<file path="src/sv/dbnv_pkg.sv">
// Shared types, character codes and character-class helpers for the name validator.
`timescale 1ns / 1ps
`default_nettype none

package dbnv_pkg;

    typedef logic [7:0] t_char;

    typedef enum logic [1:0] {
        PH_NAME  = 2'd0,
        PH_IFACE = 2'd1,
        PH_PATH  = 2'd2
    } t_phase;

    localparam t_char CH_NUL    = 8'h00;
    localparam t_char CH_DOT    = 8'h2E;   // '.'
    localparam t_char CH_SLASH  = 8'h2F;   // '/'
    localparam t_char CH_STAR   = 8'h2A;   // '*'
    localparam t_char CH_EQ     = 8'h3D;   // '='
    localparam t_char CH_AT     = 8'h40;   // '@'
    localparam t_char CH_HYPHEN = 8'h2D;   // '-'
    localparam t_char CH_UNDER  = 8'h5F;   // '_'

    localparam logic [1:0] SEG_RESET = 2'd1;
    localparam logic [1:0] SEG_SAT   = 2'd2;

    function automatic logic is_alpha(input t_char c);
        return ((c >= 8'h61) && (c <= 8'h7A)) || ((c >= 8'h41) && (c <= 8'h5A));
    endfunction

    function automatic logic is_digit(input t_char c);
        return (c >= 8'h30) && (c <= 8'h39);
    endfunction

endpackage

`default_nettype wire

</file>
<file path="src/sv/dbnv_ch_if.sv">
// Valid/ready channel carrying one string character per transaction.
`timescale 1ns / 1ps
`default_nettype none

interface dbnv_ch_if import dbnv_pkg::*; ();
    logic  valid;
    logic  ready;
    t_char ch;

    modport source (output valid, output ch, input ready);
    modport sink   (input valid, input ch, output ready);
endinterface

`default_nettype wire

</file>
<file path="src/sv/dbnv_res_if.sv">
// Valid/ready channel carrying one pass/fail verdict per transaction.
`timescale 1ns / 1ps
`default_nettype none

interface dbnv_res_if ();
    logic valid;
    logic ready;
    logic valid_res;

    modport source (output valid, output valid_res, input ready);
    modport sink   (input valid, input valid_res, output ready);
endinterface

`default_nettype wire

</file>
<file path="src/sv/dbus_rule_name_validator_top.sv">
// Top level: input register, validation core, result register and mode register.
//
// Usage:
//   i_in  : one character per transaction; a zero byte terminates the string.
//   o_out : one verdict (valid_res) per terminated string; other characters
//           produce nothing on this channel.
//   i_cfg_we / i_cfg_wdata : writes check_mode (0 = bus name, 1 = call rule).
//           Write only while no string is in flight.
// Throughput: one character per cycle, sustained, as long as o_out keeps up.
// Path: a terminator passes through the input register, then the result register,
//   before its verdict appears on o_out.
// The update of the validation state is a single combinational step per
//   character, between the input register and the state/result registers.
// Reset (synchronous, active low) clears both registers' valid flags, the
//   validation state and check_mode.
// Stall: a held verdict blocks only the next terminator; ordinary characters
//   keep flowing, and i_in.ready drops once a terminator waits in the input
//   register behind an untaken verdict.
`timescale 1ns / 1ps
`default_nettype none

module dbus_rule_name_validator_top import dbnv_pkg::*; #(
    parameter int MAX_PART_LENGTH = 255
) (
    input  wire logic   i_clk,
    input  wire logic   i_rst_n,
    input  wire logic   i_cfg_we,
    input  wire logic   i_cfg_wdata,
    dbnv_ch_if.sink     i_in,
    dbnv_res_if.source  o_out
);

    logic  r_in_vld;
    t_char r_in_ch;
    logic  r_mode;
    logic  r_out_vld;
    logic  r_out_res;

    logic  term;
    logic  out_free;
    logic  advance;
    logic  core_ok;

    assign term     = (r_in_ch == CH_NUL);
    assign out_free = !r_out_vld || o_out.ready;
    assign advance  = r_in_vld && (!term || out_free);

    assign i_in.ready      = !r_in_vld || advance;
    assign o_out.valid     = r_out_vld;
    assign o_out.valid_res = r_out_res;

    always_ff @(posedge i_clk) begin
        if (!i_rst_n) begin
            r_mode <= 1'b0;
        end else if (i_cfg_we) begin
            r_mode <= i_cfg_wdata;
        end
    end

    always_ff @(posedge i_clk) begin
        if (!i_rst_n) begin
            r_in_vld <= 1'b0;
        end else if (i_in.ready) begin
            r_in_vld <= i_in.valid;
        end
    end

    always_ff @(posedge i_clk) begin
        if (i_in.ready && i_in.valid) begin
            r_in_ch <= i_in.ch;
        end
    end

    always_ff @(posedge i_clk) begin
        if (!i_rst_n) begin
            r_out_vld <= 1'b0;
        end else if (advance && term) begin
            r_out_vld <= 1'b1;
        end else if (o_out.ready) begin
            r_out_vld <= 1'b0;
        end
    end

    always_ff @(posedge i_clk) begin
        if (advance && term) begin
            r_out_res <= core_ok;
        end
    end

    dbnv_core #(
        .MAX_PART_LENGTH (MAX_PART_LENGTH)
    ) u_core (
        .i_clk   (i_clk),
        .i_rst_n (i_rst_n),
        .i_en    (advance),
        .i_mode  (r_mode),
        .i_ch    (r_in_ch),
        .o_ok    (core_ok)
    );

    // a terminator that leaves the input register always lands a verdict
    a_term_gives_result: assert property (@(posedge i_clk) disable iff (!i_rst_n)
        advance && term |=> r_out_vld)
        else $error("terminator processed without a verdict");

    // ordinary characters never create a verdict
    a_char_no_result: assert property (@(posedge i_clk) disable iff (!i_rst_n)
        advance && !term |=> !$rose(r_out_vld))
        else $error("verdict raised by a non-terminator");

    // a character waiting in the input register is neither lost nor changed
    a_in_hold: assert property (@(posedge i_clk) disable iff (!i_rst_n)
        r_in_vld && !advance |=> r_in_vld && $stable(r_in_ch))
        else $error("stalled character dropped or overwritten");

endmodule

`default_nettype wire

</file>
<file path="src/sv/dbnv_core.sv">
// Per-character validation state and its combinational next-state update.
`timescale 1ns / 1ps
`default_nettype none

module dbnv_core import dbnv_pkg::*; #(
    parameter int MAX_PART_LENGTH = 255
) (
    input  wire logic  i_clk,
    input  wire logic  i_rst_n,
    input  wire logic  i_en,
    input  wire logic  i_mode,
    input  wire t_char i_ch,
    output logic       o_ok
);

    localparam int LW = $clog2(MAX_PART_LENGTH + 2);
    localparam logic [LW-1:0] LEN_MAX = LW'(MAX_PART_LENGTH);
    localparam logic [LW-1:0] LEN_ONE = LW'(1);

    t_phase        r_phase,  n_phase;
    logic [LW-1:0] r_len,    n_len;
    logic [1:0]    r_seg,    n_seg;
    logic          r_inside, n_inside;
    logic          r_wild,   n_wild;
    logic          r_failed, n_failed;

    logic          name_ok;
    logic          path_ok;
    logic          lead;
    logic          clear;
    logic          ok;
    logic [LW-1:0] len_bump;

    always_ff @(posedge i_clk) begin
        if (!i_rst_n) begin
            r_phase  <= PH_NAME;
            r_len    <= '0;
            r_seg    <= SEG_RESET;
            r_inside <= 1'b0;
            r_wild   <= 1'b0;
            r_failed <= 1'b0;
        end else if (i_en) begin
            r_phase  <= n_phase;
            r_len    <= n_len;
            r_seg    <= n_seg;
            r_inside <= n_inside;
            r_wild   <= n_wild;
            r_failed <= n_failed;
        end
    end

    always_comb begin
        n_phase  = r_phase;
        n_len    = r_len;
        n_seg    = r_seg;
        n_inside = r_inside;
        n_wild   = r_wild;
        n_failed = r_failed;
        clear    = 1'b0;
        ok       = 1'b0;

        name_ok  = (r_len != '0) && (r_len <= LEN_MAX) &&
                   (r_wild || (r_inside && (r_seg == SEG_SAT)));
        path_ok  = (r_len != '0) && ((r_len == LEN_ONE) || r_wild || r_inside);
        // hyphens are legal only in the bus-name part
        lead     = is_alpha(i_ch) || (i_ch == CH_UNDER) ||
                   ((r_phase == PH_NAME) && (i_ch == CH_HYPHEN));
        len_bump = (r_len <= LEN_MAX) ? r_len + LEN_ONE : r_len;

        if (i_ch == CH_NUL) begin
            unique case (r_phase)
                PH_NAME:  ok = !i_mode && name_ok;
                PH_IFACE: ok = name_ok;
                PH_PATH:  ok = path_ok;
                default:  ok = 1'b0;
            endcase
            ok       = ok && !r_failed;
            n_phase  = PH_NAME;
            n_failed = 1'b0;
            clear    = 1'b1;
        end else begin
            unique case (r_phase)
                PH_NAME, PH_IFACE: begin
                    if (i_mode && (r_phase == PH_NAME) && (i_ch == CH_EQ)) begin
                        if (!name_ok) n_failed = 1'b1;
                        n_phase = PH_IFACE;
                        clear   = 1'b1;
                    end else if (i_mode && (r_phase == PH_IFACE) && (i_ch == CH_AT)) begin
                        // empty interface is fine before '@'
                        if (r_len > LEN_MAX) n_failed = 1'b1;
                        else if ((r_len != '0) && !name_ok) n_failed = 1'b1;
                        n_phase = PH_PATH;
                        clear   = 1'b1;
                    end else begin
                        n_len = len_bump;
                        if (r_wild) begin
                            n_failed = 1'b1;
                        end else if (!r_inside) begin
                            if (i_ch == CH_STAR) n_wild = 1'b1;
                            else if (!lead) n_failed = 1'b1;
                            n_inside = 1'b1;
                        end else if (i_ch == CH_DOT) begin
                            if (r_seg < SEG_SAT) n_seg = r_seg + 2'd1;
                            n_inside = 1'b0;
                        end else if (!lead && !is_digit(i_ch)) begin
                            n_failed = 1'b1;
                        end
                    end
                end
                PH_PATH: begin
                    n_len = len_bump;
                    if (r_len == '0) begin
                        if (i_ch != CH_SLASH) n_failed = 1'b1;
                    end else if (r_wild) begin
                        n_failed = 1'b1;
                    end else if (!r_inside) begin
                        if (i_ch == CH_STAR) n_wild = 1'b1;
                        else if (!is_alpha(i_ch) && (i_ch != CH_UNDER)) n_failed = 1'b1;
                        n_inside = 1'b1;
                    end else if (i_ch == CH_SLASH) begin
                        n_inside = 1'b0;
                    end else if (!is_alpha(i_ch) && !is_digit(i_ch) && (i_ch != CH_UNDER)) begin
                        n_failed = 1'b1;
                    end
                end
                default: begin
                    n_phase = PH_NAME;
                    clear   = 1'b1;
                end
            endcase
        end

        if (clear) begin
            n_len    = '0;
            n_seg    = SEG_RESET;
            n_inside = 1'b0;
            n_wild   = 1'b0;
        end
    end

    assign o_ok = ok;

endmodule

`default_nettype wire
</file>
<file path="src/flat_wrapper.sv">
// flat-port wrapper written by rule: the top's interface ports become plain ports
module dbus_rule_name_validator_top_flat import dbnv_pkg::*;
#(
    parameter int MAX_PART_LENGTH = 255
)
  (i_clk, i_rst_n, i_cfg_we, i_cfg_wdata, i_in_valid, i_in_ch, i_in_ready, o_out_valid, o_out_valid_res, o_out_ready);
  dbnv_ch_if i_in_i ();
  dbnv_res_if o_out_i ();
  input  wire logic i_clk;
  input  wire logic i_rst_n;
  input  wire logic i_cfg_we;
  input  wire logic i_cfg_wdata;
  input wire logic [$bits(i_in_i.valid)-1:0] i_in_valid;
  input wire logic [$bits(i_in_i.ch)-1:0] i_in_ch;
  output wire logic [$bits(i_in_i.ready)-1:0] i_in_ready;
  output wire logic [$bits(o_out_i.valid)-1:0] o_out_valid;
  output wire logic [$bits(o_out_i.valid_res)-1:0] o_out_valid_res;
  input wire logic [$bits(o_out_i.ready)-1:0] o_out_ready;
  assign i_in_i.valid = i_in_valid;
  assign i_in_i.ch = i_in_ch;
  assign i_in_ready = i_in_i.ready;
  assign o_out_valid = o_out_i.valid;
  assign o_out_valid_res = o_out_i.valid_res;
  assign o_out_i.ready = o_out_ready;
  dbus_rule_name_validator_top #(.MAX_PART_LENGTH(MAX_PART_LENGTH)) u_core (.i_clk(i_clk), .i_rst_n(i_rst_n), .i_cfg_we(i_cfg_we), .i_cfg_wdata(i_cfg_wdata), .i_in(i_in_i), .o_out(o_out_i));
endmodule
</file>
<file path="config.mk">
export PLATFORM = sky130hd
export DESIGN_NAME = dbus_rule_name_validator_top_flat
export DESIGN_NICKNAME = d
export VERILOG_FILES = /design/src/sv/dbnv_pkg.sv /design/src/sv/dbnv_ch_if.sv /design/src/sv/dbnv_res_if.sv /design/src/sv/dbus_rule_name_validator_top.sv /design/src/sv/dbnv_core.sv /design/src/flat_wrapper.sv
export SDC_FILE = /design/constraint.sdc
export NUM_CORES = 1
export LEC_CHECK = 0
export ABC_CLOCK_PERIOD_IN_PS = 2000
export BUFFER_PORTS_ARGS = -buffer_cell sky130_fd_sc_hd__buf_2
export CORE_MARGIN = 2
export CORE_UTILIZATION = 40
export DETAILED_ROUTE_END_ITERATION = 10
export GPL_TIMING_DRIVEN = 0
export HOLD_SLACK_MARGIN = 0.05
export PLACE_DENSITY = 0.72
export SYNTH_ARGS = -nofsm -noshare
export SYNTH_HDL_FRONTEND = slang
export SYNTH_SLANG_ARGS = --single-unit
</file>
<file path="constraint.sdc">
create_clock -name i_clk -period 2 [get_ports i_clk]
set_input_delay 0.1 -clock i_clk [delete_from_list [all_inputs] [get_ports i_clk]]
set_output_delay 0.1 -clock i_clk [all_outputs]
set_load 0.03 [all_outputs]
</file>
==> key figures, run 1 <==
Drt
  • WL final: 4.121 mm
  • Drc violations: 0
  • Post-route ant nets: 0
  • Via count: around 1600
  • WL/cell: roughly 15 um
  • Pre-antenna DRT Iters: 4
  • DR vias/cell: 5.796
  • Initial detailed-routing violation count: 87

Clock tree
  • Clock slew at reported path FFs: 100 ps
  • Clk_lat worst skew: 280 ps
  • Clk buf depth: 2
  • CTS Buf Count: 3
  • CTS H-tree lvls: 1
  • Clock sinks: 28
  • TritonCTS clock tree: yes
  • CTS root buffer: clkbuf_8

GRT
  • Pin count of the biggest net entering global routing: 16
  • Number of global-route vias before repair: 1473
  • Global-route wire length before repair: 6.679 mm
  • Initial antenna violation count: 0
  • Total gr overflow: 0
  • Gr usage total: 16.78%

Timing
  • Worst setup margin: -43.10 ps
  • Min Tclk post-route: 2043 ps
  • RSZ-0062 raised after global routing: yes
  • Slew at the pin closest to its max-slew limit: between 500 and 600 ps
  • Final Hold Fails: 0
  • Clk_skew: 3.613 ps
  • Tcrit/Tclk final: 102.2%
  • Final slew viol count: 0
  • Max frequency: 0.4895 GHz
  • Final number of setup-violating endpoints: 8
  • Rel. slew slack: 60.81%
  • Hold slack: 55.60 ps

Synth
  • Most used DFF post-synth: dfxtp_1
  • Most area-consuming cells after synthesis: dfxtp_1, edfxtp_1, nor2_1, a21oi_1, nand2_1
  • Syn Nets: roughly 210
  • Post-synth EDFFs: 9
  • Post-Syn Area: 1717 um2
  • Post-synth top area cell: dfxtp_1
  • Seq cells post-synth: 28
  • Library cells used by synthesis: 52
  • Avg Synthesized Cell Area: 8.895 um2
  • Synthesis Warnings: 0
  • Register area share after synthesis: 37.90%
  • Top cell type's share of synthesized area: 22.16%
  • Cells after Synth: 193
  • Async set-reset flop share out of synthesis: 0%

Floorplanning
  • Area of the core: a little over 4000 um2
  • Die X: 69.51 um
  • Starting density of the core: 42.31%
  • Die H: 69.51 um
  • Die ar.: 4832 um2
  • # IOs: 17
  • Row count: 23

Critical path
  • Worst-path cell chain: nor4_4 -> o211ai_1 -> and3_4 -> buf_12 -> a2111oi_4 -> xnor2_1 -> nor2_2
  • Startpoint types: flop
  • Worst reg2reg path depth: 7
  • Setup Crit Path Kind: reg2reg
  • Critical Path Fanout Max: 6
  • Max incr delay on CP: 460 ps
  • Critical Path RT: 2180 ps
  • Worst EP arrival: between 2000 and 2500 ps
  • CP Capture Type: flop
  • Crit-path slowest cell: edfxtp_1

Power
  • Peak VDD IR: 408.4 uV
  • Cell Pwr Density: just over 500 nW/um2
  • Power Total: 0.001113 W
  • Pleak: 0.7623 nW

Hold path
  • Worst Hold Class: in2reg
  • Hold path depth: 3

Job
  • # Max-Cap Violations: 0

Layout
  • Commonest cells after routing, fill and taps aside: nor2_1, buf_2, dfxtp_1
  • Most common cell after layout, fill and taps aside: nor2_1
  • Syn-to-layout area delta: 26.17%
  • Final nets: 250
  • Antenna cells: 0
  • Final non-filler cell total: 280
  • Fraction of layout cells with a size suffix above 1: 26.52%
  • Layout fillers: 377

Placement
  • # placed instances: 259
  • GPL Wtd Cong: 0.8507
  • Hpwl dp: 2.723 mm
  • Number of buffers added on ports: 16

Run status
  • Failing checks: setup timing
  • Status: complete, but fails checks
per-layer routing:
metal	part of all wire [%]	track usage [%]	vias up	wire length (um)
met4	1.5	5.229	0	63
li1	-	-	791	-
met5	0	0	-	0
met2	47	27.88	67	1933
met3	6.5	2.907	10	269
met1	45	22.20	755	1853
power breakdown:
part | switching [W] | internal [W] | leakage (nW)
clock network | 0.000183 | 0.000143 | 0.0228
registers | 0.0000251 | 0.000609 | 0.240
logic | 0.0000821 | 0.0000704 | 0.499
layout make-up:
| cell class | count | area, um2 | share of cell area (%) |
|---|---|---|---|
| Clock buffer | 4 | 45.04 | 2.080 |
| Buffer | 5 | 45.04 | 2.080 |
| Multi-Input combinational cell | 151 | 1092 | 50.43 |
| Inverter | 8 | 30.03 | 1.386 |
| Timing Repair Buffer | 34 | 237.7 | 10.98 |
| Sequential cell | 28 | 653.1 | 30.16 |
| Tap cell | 50 | 62.56 | 2.889 |
metrics by stage:
stage                     setup WS, ps  util [%]  setup TNS (ps)  cell area [um2]
after floorplan                  100.7         -               0             1717
after global placement          -81.81     45.82          -752.3             1859
after detailed placement        -124.0     45.82           -1232             1859
after CTS                       -67.43     49.92          -319.7             2026
after global routing            -150.2     53.38           -1323             2166
final                           -43.10     53.38          -153.0             2166
critical path: cells and delay by family, from the launching register on:
family,cells,cell delay (ps)
DFF,1,460
xor gates and xnor gates,1,180
buffers and inverters,1,130
and+or+nand+nor,3,670
AOI/OAI and AO/OA,2,490
cells in the mapped netlist, types with 2 or more instances:
cell and number:
a2111oi_0 2, a2111oi_4 2, a21oi_1 15, a41oi_1 2
and4_1 2, buf_6 2, clkbuf_1 2, dfxtp_1 19
edfxtp_1 9, ha_1 5, inv_1 7, mux2i_1 3
nand2_1 17, nand2b_1 3, nand3_1 10, nand4_1 5
nor2_1 27, nor2_2 2, nor2b_1 3, nor3_1 7
nor4_1 5, o211ai_1 3, o21ai_0 6, xnor2_1 7
registers in the layout, indices dropped and copies added (netlist names), 2 cells and up:
name,count
u_core.u_core.r_len,9
u_core.r_in_ch,8
u_core.u_core.r_phase,2
u_core.u_core.r_seg,2
cells by family (layout without fill, tap and decap cells):
family	after synthesis	count (layout)	share of synthesized area, %
and+or+nand+nor	96	96	30.91
AOI/OAI and AO/OA	40	40	18.00
DFF	28	28	37.90
buffers and inverters	14	51	4.227
xor gates and xnor gates	7	7	3.571
adders and majority gates	5	5	3.644
muxes	3	3	1.749
worst paths after layout:
kind                                             from                             endpoint  slack [ps]
setup / recovery          u_core.r_in_ch[4]$_DFFE_PP_  u_core.u_core.r_len[7]$_SDFFE_PN0P_         -40
hold / removal                            i_cfg_wdata           u_core.r_mode$_SDFFE_PN0P_          60
setup reg to reg          u_core.r_in_ch[4]$_DFFE_PP_  u_core.u_core.r_len[7]$_SDFFE_PN0P_         -40
hold reg to reg   u_core.u_core.r_failed$_SDFFE_PN0P_  u_core.u_core.r_failed$_SDFFE_PN0P_         500
what timing repair did:
item / 4_1_cts / 5_1_grt
pin swaps: 5 / 11
resized for setup: 5 / 21
endpoints found under the hold margin: 9 / 0
setup endpoints to repair: 21 / 24
hold buffers: 9 / 0
buffers inserted: 2 / 7
Note: power is estimated with default switching activity, not from simulation.
==> run 2, diff against run 1 <==
CORE_UTILIZATION = 52   (was 40)
PLACE_DENSITY = 0.75   (was 0.72)
==> key figures, run 2 (synthesis results as in run 1) <==
Clock tree
  • Clk_lat worst skew: 350 ps
  • CTS Buf Count: 3
  • Clock slew at reported path FFs: 170 ps
  • Clock sinks: 28
  • Clk buf depth: 2
  • TritonCTS clock tree: yes
  • CTS root buffer: clkbuf_4
  • CTS H-tree lvls: 1

Drt
  • Initial detailed-routing violation count: 174
  • Pre-antenna DRT Iters: 7
  • Via count: 1760
  • WL final: 5.110 mm
  • Post-route ant nets: 0
  • Drc violations: 0
  • DR vias/cell: 6.241
  • WL/cell: ~18 um

GRT
  • Pin count of the biggest net entering global routing: 17
  • Global-route wire length before repair: 7.307 mm
  • Initial antenna violation count: 0
  • Total gr overflow: 0
  • Gr usage total: 26.08%
  • Number of global-route vias before repair: 1539

Layout
  • Syn-to-layout area delta: 32.94%
  • Final non-filler cell total: 282
  • Layout fillers: 226
  • Largest regs: u_core.u_core.r_len x9, u_core.r_in_ch x8
  • Commonest cells after routing, fill and taps aside: nor2_1, buf_2, dfxtp_1
  • Most common cell after layout, fill and taps aside: nor2_1
  • Final nets: approximately 260
  • Fraction of layout cells with a size suffix above 1: 31.09%
  • Max FFs per register: 9
  • Antenna cells: 0
  • Fin util: between 70% and 80%
  • Largest register by flop count: u_core.u_core.r_len

Timing
  • Final Hold Fails: 0
  • Rel. slew slack: 50.10%
  • Max frequency: approximately 0.46 GHz
  • Slew at the pin closest to its max-slew limit: 738.7 ps
  • Hold slack: 185.2 ps
  • Final slew viol count: 0
  • Tcrit/Tclk final: 109.3%
  • Min Tclk post-route: around 2200 ps
  • RSZ-0062 raised after global routing: yes
  • Clk_skew: 8.715 ps
  • Worst setup margin: -185.1 ps
  • Final number of setup-violating endpoints: 9

Placement
  • Number of buffers added on ports: 16
  • # placed instances: about 250
  • GPL Wtd Cong: 0.8848
  • Hpwl dp: 2.978 mm

Power
  • Cell Pwr Density: 512.1 nW/um2
  • Power Total: 0.001169 W
  • Peak VDD IR: 435.6 uV
  • Pleak: 0.8229 nW

Floorplanning
  • # IOs: 17
  • Die H: 61.46 um
  • Row count: 20
  • Area of the core: between 3000 and 4000 um2
  • Starting density of the core: between 50% and 60%
  • Die X: 61.46 um
  • Die ar.: 3777 um2

Critical path
  • R2R Setup Slk: -120 ps
  • Reg-to-reg endpoint: u_core.u_core.r_len[5]$_SDFFE_PN0P_
  • Critical Path Fanout Max: 8
  • CP Capture Type: output pin
  • Worst reg2reg path depth: 7
  • Setup Crit Path Kind: reg2out
  • Worst r2r src: u_core.r_in_ch[5]$_DFFE_PP_
  • Startpoint types: flop
  • Worst EP arrival: 2090 ps
  • Critical Path RT: about 1900 ps

Hold path
  • Hold path depth: 3
  • Worst Hold Class: in2reg
  • Hold endpoint: u_core.o_out.valid$_SDFFE_PN0P_
  • Hold path start: o_out_ready

Job
  • # Max-Cap Violations: 0

Run status
  • Failing checks: setup timing
  • Status: complete, but fails checks
-- run 2: changes by cell type in the layout (fill, tap and decap cells not counted), sizes merged --
| cell | change |
|---|---|
| dlygate4sd3 | +3 |
| clkbuf | +1 |
| buf | +4 |
-- run 2: power by group --
group          total, W  leakage [nW]  internal (W)  switching, W
combinational  0.000189         0.555     0.0000907     0.0000978
clock          0.000342        0.0261      0.000153      0.000188
sequential     0.000639         0.241      0.000610     0.0000290
total           0.00117         0.823      0.000853      0.000315
-- run 2: area by class of cell --
cell class | instances | area, um2 | area share [%]
Buffer | 6 | 53.80 | 2.357
Clock buffer | 4 | 47.55 | 2.083
Inverter | 8 | 30.03 | 1.316
Multi-Input combinational cell | 151 | 1110 | 48.63
Sequential cell | 28 | 655.6 | 28.73
Tap cell | 44 | 55.05 | 2.412
Timing Repair Buffer | 41 | 330.3 | 14.47
-- run 2: how the worst max path moves through the flow --
stage	startpoint	end	slack (ps)	cells past startpoint
after floorplan	u_core.r_in_ch[1]$_DFFE_PP_	u_core.u_core.r_len[7]$_SDFFE_PN0P_	100	7
after global placement	u_core.r_in_ch[1]$_DFFE_PP_	u_core.u_core.r_len[6]$_SDFFE_PN0P_	-140	6
after detailed placement	u_core.r_in_ch[1]$_DFFE_PP_	u_core.u_core.r_len[5]$_SDFFE_PN0P_	-210	6
after CTS	u_core.r_in_ch[0]$_DFFE_PP_	u_core.r_in_ch[4]$_DFFE_PP_	-120	7
after global routing	u_core.r_in_ch[1]$_DFFE_PP_	i_in_ready	-270	7
final	u_core.r_in_ch[5]$_DFFE_PP_	i_in_ready	-190	7
-- run 2: timing repair --
item | CTS | global route
gates resized for setup | 10 | 30
gates cloned | 0 | 1
setup endpoints to repair | 22 | 24
endpoints found under the hold margin | 11 | 1
pin swaps | 5 | 11
buffers inserted | 3 | 9
hold buffers | 11 | 1
-- run 2: worst max-delay path, stage by stage (launching register included) --
cell and delay [ps]:
edfxtp_1 500, nor4_4 410, and3_2 250, buf_6 140, nand2_2 100, nor2_4 130, inv_1 50, buf_2 170
-- run 2: routing by layer --
metal  routed length [um]  GRT usage (%)
met5                    0              0
met4                  104          5.775
met3                  408          4.202
met2                 2493          42.55
met1                 2104          36.65
-- run 2: stage by stage --
| step | setup slack, ps | instance area, um2 | TNS [ps] |
|---|---|---|---|
| after global placement | -143.3 | 1852 | -1035 |
| after floorplan | 100.7 | 1717 | 0 |
| after global routing | -270.5 | 2282 | -2275 |
| after detailed placement | -208.1 | 1852 | -2616 |
| final | -185.1 | 2282 | -604.6 |
| after CTS | -122.4 | 2073 | -1105 |
